==> src/sv/pfmt_pkg.sv <==
// Shared constants, codes and types for the padded integer formatter.
package pfmt_pkg;

    // Value and counter widths.
    localparam int VALUE_BITS  = 32;
    localparam int DIGIT_SLOTS = 32;
    localparam int DIG_IDX_W   = 5;
    localparam int CNT_W       = 6;

    // Reciprocal of ten: floor(x / 10) == (x * RECIP_10) >> RECIP_SHIFT for 32-bit x.
    localparam logic [31:0] RECIP_10    = 32'hCCCC_CCCD;
    localparam int          RECIP_SHIFT = 35;

    // Radix selector codes.
    localparam logic [2:0] RADIX_DEC    = 3'd0;
    localparam logic [2:0] RADIX_HEX_LO = 3'd1;
    localparam logic [2:0] RADIX_HEX_UP = 3'd2;
    localparam logic [2:0] RADIX_OCT    = 3'd3;
    localparam logic [2:0] RADIX_BIN    = 3'd4;

    // ASCII characters.
    localparam logic [7:0] CH_ZERO  = 8'h30;
    localparam logic [7:0] CH_UPPER = 8'h41;
    localparam logic [7:0] CH_LOWER = 8'h61;
    localparam logic [7:0] CH_MINUS = 8'h2D;
    localparam logic [7:0] CH_SPACE = 8'h20;

    // One step of digit extraction: the quotient and the digit that falls out.
    typedef struct packed {
        logic [VALUE_BITS-1:0] quot;
        logic [3:0]            rem;
    } t_digit_res;

endpackage

==> src/sv/pfmt_digit_unit.sv <==
// Shared digit extraction unit: one division of the magnitude by the radix.
module pfmt_digit_unit
    import pfmt_pkg::*;
(
    input  logic                  i_clk,
    input  logic                  i_load,
    input  logic [VALUE_BITS-1:0] i_mag,
    input  logic [2:0]            i_radix_sel,
    output t_digit_res            o_res
);

    logic [2*VALUE_BITS-1:0] r_prod;
    logic [VALUE_BITS-1:0]   r_mag;
    logic [2:0]              r_sel;
    logic [VALUE_BITS-1:0]   dec_q;
    logic [VALUE_BITS-1:0]   dec_r;

    // Register the operand and its product with the reciprocal of ten.
    always_ff @(posedge i_clk) begin
        if (i_load) begin
            r_prod <= {{VALUE_BITS{1'b0}}, i_mag} * {{VALUE_BITS{1'b0}}, RECIP_10};
            r_mag  <= i_mag;
            r_sel  <= i_radix_sel;
        end
    end

    // Decimal quotient from the product; the remainder is the operand minus ten times it.
    assign dec_q = {{RECIP_SHIFT-VALUE_BITS{1'b0}}, r_prod[2*VALUE_BITS-1:RECIP_SHIFT]};
    assign dec_r = r_mag - {dec_q[VALUE_BITS-4:0], 3'b000} - {dec_q[VALUE_BITS-2:0], 1'b0};

    // Power-of-two radices are plain shifts and masks.
    always_comb begin
        case (r_sel)
            RADIX_HEX_LO, RADIX_HEX_UP: begin
                o_res.quot = {4'b0000, r_mag[VALUE_BITS-1:4]};
                o_res.rem  = r_mag[3:0];
            end
            RADIX_OCT: begin
                o_res.quot = {3'b000, r_mag[VALUE_BITS-1:3]};
                o_res.rem  = {1'b0, r_mag[2:0]};
            end
            RADIX_BIN: begin
                o_res.quot = {1'b0, r_mag[VALUE_BITS-1:1]};
                o_res.rem  = {3'b000, r_mag[0]};
            end
            default: begin
                o_res.quot = dec_q;
                o_res.rem  = dec_r[3:0];
            end
        endcase
    end

endmodule

==> src/sv/padded_integer_formatter_unit.sv <==
// Top level of the padded integer formatter: sequencer, digit store and character output.
//
// Usage: drive i_value, i_radix_sel, i_pad_char and i_field_width and raise start
// while busy is low; the transaction is taken at that clock edge and busy rises.
// The block then works out the magnitude's digits, least significant first, by
// repeated division in one shared digit unit: for each digit the S_MUL state forms
// the product with the reciprocal of ten and the S_DIGIT state takes quotient and
// remainder, for every radix. Decimal needs up to 10 digits, binary up to 32.
// It then emits the text one character per cycle: sign, padding and digits in
// the order the pad character calls for, at least the field width in total.
// Each character appears on o_ch for exactly one cycle with o_valid high, the
// final one with o_last high. The receiver cannot stall; characters are registered
// and shown in the cycle after the sequencer produces them and are never held.
// Busy falls in the same cycle as the last character appears on o_ch.
// Radix codes five to seven format in decimal; a zero value prints one digit.
// Synchronous reset returns the sequencer to idle and clears o_valid.
module padded_integer_formatter_unit
    import pfmt_pkg::*;
(
    input  logic                  i_clk,
    input  logic                  i_rst_n,
    input  logic                  start,
    output logic                  busy,
    input  logic [VALUE_BITS-1:0] i_value,
    input  logic [2:0]            i_radix_sel,
    input  logic [7:0]            i_pad_char,
    input  logic [5:0]            i_field_width,
    output logic                  o_valid,
    output logic [7:0]            o_ch,
    output logic                  o_last
);

    localparam logic [1:0] S_IDLE  = 2'd0;
    localparam logic [1:0] S_MUL   = 2'd1;
    localparam logic [1:0] S_DIGIT = 2'd2;
    localparam logic [1:0] S_EMIT  = 2'd3;

    logic [1:0]            r_state;
    logic [1:0]            n_state;
    logic [VALUE_BITS-1:0] r_mag;
    logic                  r_neg;
    logic [2:0]            r_sel;
    logic [7:0]            r_pad;
    logic [5:0]            r_width;
    logic [CNT_W-1:0]      r_nd;
    logic [CNT_W-1:0]      r_rd;
    logic [CNT_W-1:0]      r_pos;
    logic [3:0]            r_digits [DIGIT_SLOTS];
    logic                  r_out_valid;
    logic [7:0]            r_out_ch;
    logic                  r_out_last;

    logic                  accept;
    logic [VALUE_BITS-1:0] in_mag;
    t_digit_res            dres;
    logic [CNT_W-1:0]      content;
    logic [CNT_W-1:0]      pads;
    logic [CNT_W-1:0]      total;
    logic [CNT_W-1:0]      sign_pos;
    logic [CNT_W-1:0]      first_digit;
    logic [CNT_W-1:0]      rd_idx;
    logic [3:0]            cur_digit;
    logic                  space_pad;
    logic                  upper;
    logic                  is_sign;
    logic                  is_pad;
    logic                  is_last;
    logic [7:0]            digit_ch;
    logic [7:0]            emit_ch;

    assign busy   = (r_state != S_IDLE);
    assign accept = start && !busy;
    assign in_mag = i_value[VALUE_BITS-1] ? (~i_value + 1'b1) : i_value;

    pfmt_digit_unit u_digit (
        .i_clk       (i_clk),
        .i_load      (r_state == S_MUL),
        .i_mag       (r_mag),
        .i_radix_sel (r_sel),
        .o_res       (dres)
    );

    // Field layout: sign position, pad run and where the digits begin.
    assign space_pad   = (r_pad == CH_SPACE);
    assign upper       = (r_sel == RADIX_HEX_UP);
    assign content     = r_nd + {{CNT_W-1{1'b0}}, r_neg};
    assign pads        = (r_width > content) ? (r_width - content) : '0;
    assign total       = (r_width > content) ? r_width : content;
    assign sign_pos    = space_pad ? pads : '0;
    assign first_digit = pads + {{CNT_W-1{1'b0}}, r_neg};
    assign rd_idx      = r_rd - 1'b1;
    assign cur_digit   = r_digits[rd_idx[DIG_IDX_W-1:0]];

    // Character selection for the current output position.
    always_comb begin
        is_sign = r_neg && (r_pos == sign_pos);
        is_pad  = !is_sign && (r_pos < first_digit);
        is_last = (r_pos == total - 1'b1);
        if (cur_digit < 4'd10) begin
            digit_ch = CH_ZERO + {4'b0000, cur_digit};
        end else begin
            digit_ch = (upper ? CH_UPPER : CH_LOWER) + {4'b0000, cur_digit} - 8'd10;
        end
        if (is_sign) begin
            emit_ch = CH_MINUS;
        end else if (is_pad) begin
            emit_ch = r_pad;
        end else begin
            emit_ch = digit_ch;
        end
    end

    // Sequencer next state.
    always_comb begin
        n_state = r_state;
        case (r_state)
            S_IDLE: begin
                if (accept) n_state = S_MUL;
            end
            S_MUL: begin
                n_state = S_DIGIT;
            end
            S_DIGIT: begin
                n_state = (dres.quot == '0) ? S_EMIT : S_MUL;
            end
            S_EMIT: begin
                if (is_last) n_state = S_IDLE;
            end
            default: begin
                n_state = S_IDLE;
            end
        endcase
    end

    // Control registers.
    always_ff @(posedge i_clk) begin
        if (!i_rst_n) begin
            r_state     <= S_IDLE;
            r_out_valid <= 1'b0;
        end else begin
            r_state     <= n_state;
            r_out_valid <= (r_state == S_EMIT);
        end
    end

    // Transaction fields, digit counting and output position.
    always_ff @(posedge i_clk) begin
        if (accept) begin
            r_mag   <= in_mag;
            r_neg   <= i_value[VALUE_BITS-1];
            r_sel   <= i_radix_sel;
            r_pad   <= i_pad_char;
            r_width <= i_field_width;
            r_nd    <= '0;
            r_pos   <= '0;
        end else if (r_state == S_DIGIT) begin
            r_mag  <= dres.quot;
            r_nd   <= r_nd + 1'b1;
            r_rd   <= r_nd + 1'b1;
        end else if (r_state == S_EMIT) begin
            r_pos <= r_pos + 1'b1;
            if (!is_sign && !is_pad) begin
                r_rd <= rd_idx;
            end
        end
    end

    // Digit store, least significant digit at slot zero.
    always_ff @(posedge i_clk) begin
        if (r_state == S_DIGIT) begin
            r_digits[r_nd[DIG_IDX_W-1:0]] <= dres.rem;
        end
    end

    // Output register.
    always_ff @(posedge i_clk) begin
        if (r_state == S_EMIT) begin
            r_out_ch   <= emit_ch;
            r_out_last <= is_last;
        end
    end

    assign o_valid = r_out_valid;
    assign o_ch    = r_out_ch;
    assign o_last  = r_out_valid && r_out_last;

    // A character strobe only follows a cycle of emitting.
    a_valid_after_emit: assert property (@(posedge i_clk) disable iff (!i_rst_n)
        o_valid |-> $past(r_state) == S_EMIT)
        else $error("character strobe without emit cycle");

    // An accepted transaction makes the block busy.
    a_busy_after_start: assert property (@(posedge i_clk) disable iff (!i_rst_n)
        accept |=> busy)
        else $error("busy did not rise after accepted transaction");

    // The digit count never passes the store depth.
    a_digit_bound: assert property (@(posedge i_clk) disable iff (!i_rst_n)
        (r_state == S_DIGIT) |-> r_nd < CNT_W'(DIGIT_SLOTS))
        else $error("digit store overflow");

    // Digits are read only while some remain.
    a_digit_read: assert property (@(posedge i_clk) disable iff (!i_rst_n)
        (r_state == S_EMIT && !is_sign && !is_pad) |-> r_rd != '0)
        else $error("digit read with none remaining");

endmodule

==> config.mk <==
export PLATFORM = sky130hd
export DESIGN_NAME = padded_integer_formatter_unit
export DESIGN_NICKNAME = d
export VERILOG_FILES = /design/src/sv/pfmt_pkg.sv /design/src/sv/pfmt_digit_unit.sv /design/src/sv/padded_integer_formatter_unit.sv
export SDC_FILE = /design/constraint.sdc
export NUM_CORES = 2
export LEC_CHECK = 0
export BUFFER_PORTS_ARGS = -buffer_cell sky130_fd_sc_hd__buf_2
export CAP_MARGIN = 20
export CORE_UTILIZATION = 35
export CTS_BUF_LIST = sky130_fd_sc_hd__clkbuf_4
export DETAILED_ROUTE_END_ITERATION = 16
export PLACE_DENSITY = 0.49
export SYNTH_ARGS = -nofsm -noshare
export SYNTH_HDL_FRONTEND = slang
export SYNTH_SLANG_ARGS = --single-unit
export TNS_END_PERCENT = 30
==> constraint.sdc <==
create_clock -name i_clk -period 7.9 [get_ports i_clk]
set_clock_uncertainty 0.05 [all_clocks]
set_input_delay 0.395 -clock i_clk [delete_from_list [all_inputs] [get_ports i_clk]]
set_output_delay 0.395 -clock i_clk [all_outputs]
set_load 0.05 [all_outputs]
==> results_dict.tcl <==
set metrics [dict create \
    path_class "reg2reg" \
    drc 0 \
    multi_input_area_um2 19400 \
    cp.arrival_ns 8.08 \
    yosysWarnings 0 \
    die_w_um 292.9 \
    cts_tree "built" \
    grt_use_total 0.2116 \
    ys_seq_area_frac 0.2697 \
    synth.ff_latch_count 271 \
    antenna_left 0 \
    cp.buffers_inverters 6 \
    grt_pass1_vias 21480 \
    fin_tns_setup_ns 0 \
    syn_inst 2613 \
    routed_wl_um 88410 \
    fin_crit_sh 0.9716 \
    reg2reg_slack_ns 0.22 \
    final.min_clock_period_ns 7.676 \
    wl_per_cell_um 22.02 \
    gr-total-overflow 0 \
    end_kind "flop" \
    placed_area_um2 31870 \
    regArea_um2 7988 \
    synth_area_um2 29610 \
    cpLargestDelayFamily "adder cells" \
    synth_edf_count 256 \
    nFillCells 8177 \
    initial_core_util 0.3539 \
    max-slew-margin-rel 0.2781 \
    clk_pin_slew_ns 0.08 \
    worstHoldPathCells 4 \
    drv_cap 0 \
    gp_congestion 0.9463 \
    post-route-util 0.3981 \
    vias 20120 \
    worstSetupStartpointType "flop" \
    cp_common_cell "fa_1" \
    cts_num_sinks 271 \
    io_buffers 62 \
    avgSynthCellArea_um2 11.33 \
    hold_path_class "in2reg" \
    synth_cell_types 81 \
    ys_async_sr_fraction 0 \
    required_ns 8.31 \
    r2r_end "u_digit.r_prod[63]" \
    cts-root-buf "clkbuf_4" \
    final_common_cell "inv_1" \
    grt_pass1_wl_um 135500 \
    io_pins 63 \
    clkLatencyLatePin_ns 0.75 \
    cp_max_fo 5 \
    core_um2 83690 \
    cts_made_buffers 70 \
    final_cell_mix "inv_1 (558), fa_1 (388), ha_1 (368), edfxtp_1 (256), buf_4 (125)" \
    synth_ff_type "edfxtp_1" \
    min_to "r_mag[27]" \
    slowest_delay_ns 0.58 \
    cp_slowest_cell "fa_1" \
    reg2regPathDepth 23 \
    syn-num-nets 3426 \
    holdCritStartpoint "i_value[27]" \
    run_status "completed" \
    antenna_found_initial 2 \
    rr_startpoint "r_mag[20]" \
    row_count 106 \
    path_cells "buf_4, ha_1, inv_1, fa_1, inv_1, fa_1, fa_1, fa_1, fa_1, fa_1, inv_1, fa_1, inv_1, ha_1, a21oi_1, nand4_1, a221o_2, o311ai_4, buf_4, a211oi_2, a311oi_2, mux2i_1, nand4_1" \
    rsz0062_at_grt "false" \
    tightestPinTransition_ns 1.083 \
    final_nets 3640 \
    drive_gt1_frac 0.1337 \
    first_pass_iters 8 \
    htreeDepth 3 \
    final_max_slew_viol_count 0 \
    avgViaCountPerCell 5.012 \
    fmax_mhz 130.3 \
    die_area_um2 85780 \
    drt_iter0_markers 1221 \
    fp.dieH_um 292.9 \
    dp_hpwl_um 74160 \
    design_area_um2 33320 \
    clockBufferDepth 3 \
    grt_max_degree 71 \
    area_growth_pct 12.50 \
    setup_viol 0 \
    final_hold_viol_count 0 \
]
logic make-up after synthesis:
kind of cell,count (synthesis),share of synthesized area
AO/OA/AOI/OAI,360,0.08120
flip-flops,271,0.2697
AND/OR/NAND/NOR,373,0.06164
adder cells (fa/ha/maj),761,0.4199
multiplexers,79,0.04369
buffers and inverters,623,0.07968
XOR/XNOR,146,0.04419
state kept, by name, indices dropped and copies added (netlist names), 2 cells and up:
signal / cells
o_ch: 8
u_digit.r_prod: 29
r_nd: 6
u_digit.r_mag: 32
r_pad: 8
r_digits: 128
r_rd: 5
r_pos: 6
r_state: 2
r_sel: 3
r_width: 6
r_mag: 32
u_digit.r_sel: 3
area by class of cell:
cell class | instances | area share
Multi-Input combinational cell | 1719 | 0.5825
Sequential cell | 271 | 0.2398
Inverter | 558 | 0.06287
Timing Repair Buffer | 207 | 0.04349
Tap cell | 1134 | 0.04259
Clock buffer | 95 | 0.02141
Clock inverter | 30 | 0.007361
Antenna cell | 1 | 0.00007511
per-stage QoR:
stage | worst slack (ns) | instances | hold slack (ns)
floorplan | 0.8117 | 2613 | 0.3764
global placement | 0.05202 | 3846 | 0.3861
detailed placement | 0.003476 | 3846 | 0.4043
CTS | 0.03259 | 3991 | 0.01210
global route | 0.001630 | 4015 | 0.04718
finish | 0.2243 | 4015 | 0.1115
how the worst max path moves through the flow:
stage | from | endpoint | slack (ns) | cells after the start
2_1_floorplan | r_mag[11] | u_digit.r_prod[63] | 0.81 | 24
3_3_place_gp | r_mag[21] | u_digit.r_prod[63] | 0.05 | 22
3_5_place_dp | r_mag[18] | u_digit.r_prod[63] | 0.003 | 25
4_1_cts | r_mag[19] | u_digit.r_prod[57] | 0.03 | 26
5_1_grt | r_mag[15] | u_digit.r_prod[63] | 0.002 | 25
6_report | r_mag[20] | u_digit.r_prod[63] | 0.22 | 23
worst min-delay path: cells and delay by family:
family	cells	cell delay, ns
buf+inv	1	0.11
simple gates	1	0.09
xor+xnor	1	0.08
compound gates	1	0.05
layer usage:
metal,vias to the layer above,track usage,part of all wire
li1,9228,-,-
met1,10260,0.3062,0.47
met2,538,0.3365,0.46
met3,98,0.02117,0.045
met4,2,0.05785,0.025
met5,-,0,0.00019
Yosys cell counts, drive strengths merged (12+ instances only):
cell / n / share of area
inv: 558 / 0.071
and2: 15 / 0.0032
mux4: 40 / 0.030
o21ai: 81 / 0.014
a221oi: 29 / 0.0086
mux2i: 37 / 0.013
a22o: 28 / 0.0083
buf: 15 / 0.0026
nor2b: 13 / 0.0027
clkbuf: 50 / 0.0063
nand2: 109 / 0.014
edfxtp: 256 / 0.26
nand2b: 13 / 0.0027
xnor2: 80 / 0.024
nor2: 113 / 0.014
dfxtp: 15 / 0.010
ha: 373 / 0.16
xor2: 65 / 0.019
o31ai: 12 / 0.0041
fa: 388 / 0.26
or3: 15 / 0.0041
nand3: 19 / 0.0034
a21oi: 107 / 0.018
nand4: 24 / 0.0051
a21o: 35 / 0.0089
timing repair:
action                     in CTS  in global routing
pin swaps                       0                  2
hold endpoints to repair       23                  0
setup endpoints to repair       4                 10
cloned                          0                  0
resized for setup               3                 14
setup buffers                   0                 23
hold buffers                   20                  0
Power is left out: the tool's default activity adds up to more than one toggle a clock period on the data nets, which glitch-free logic cannot reach.
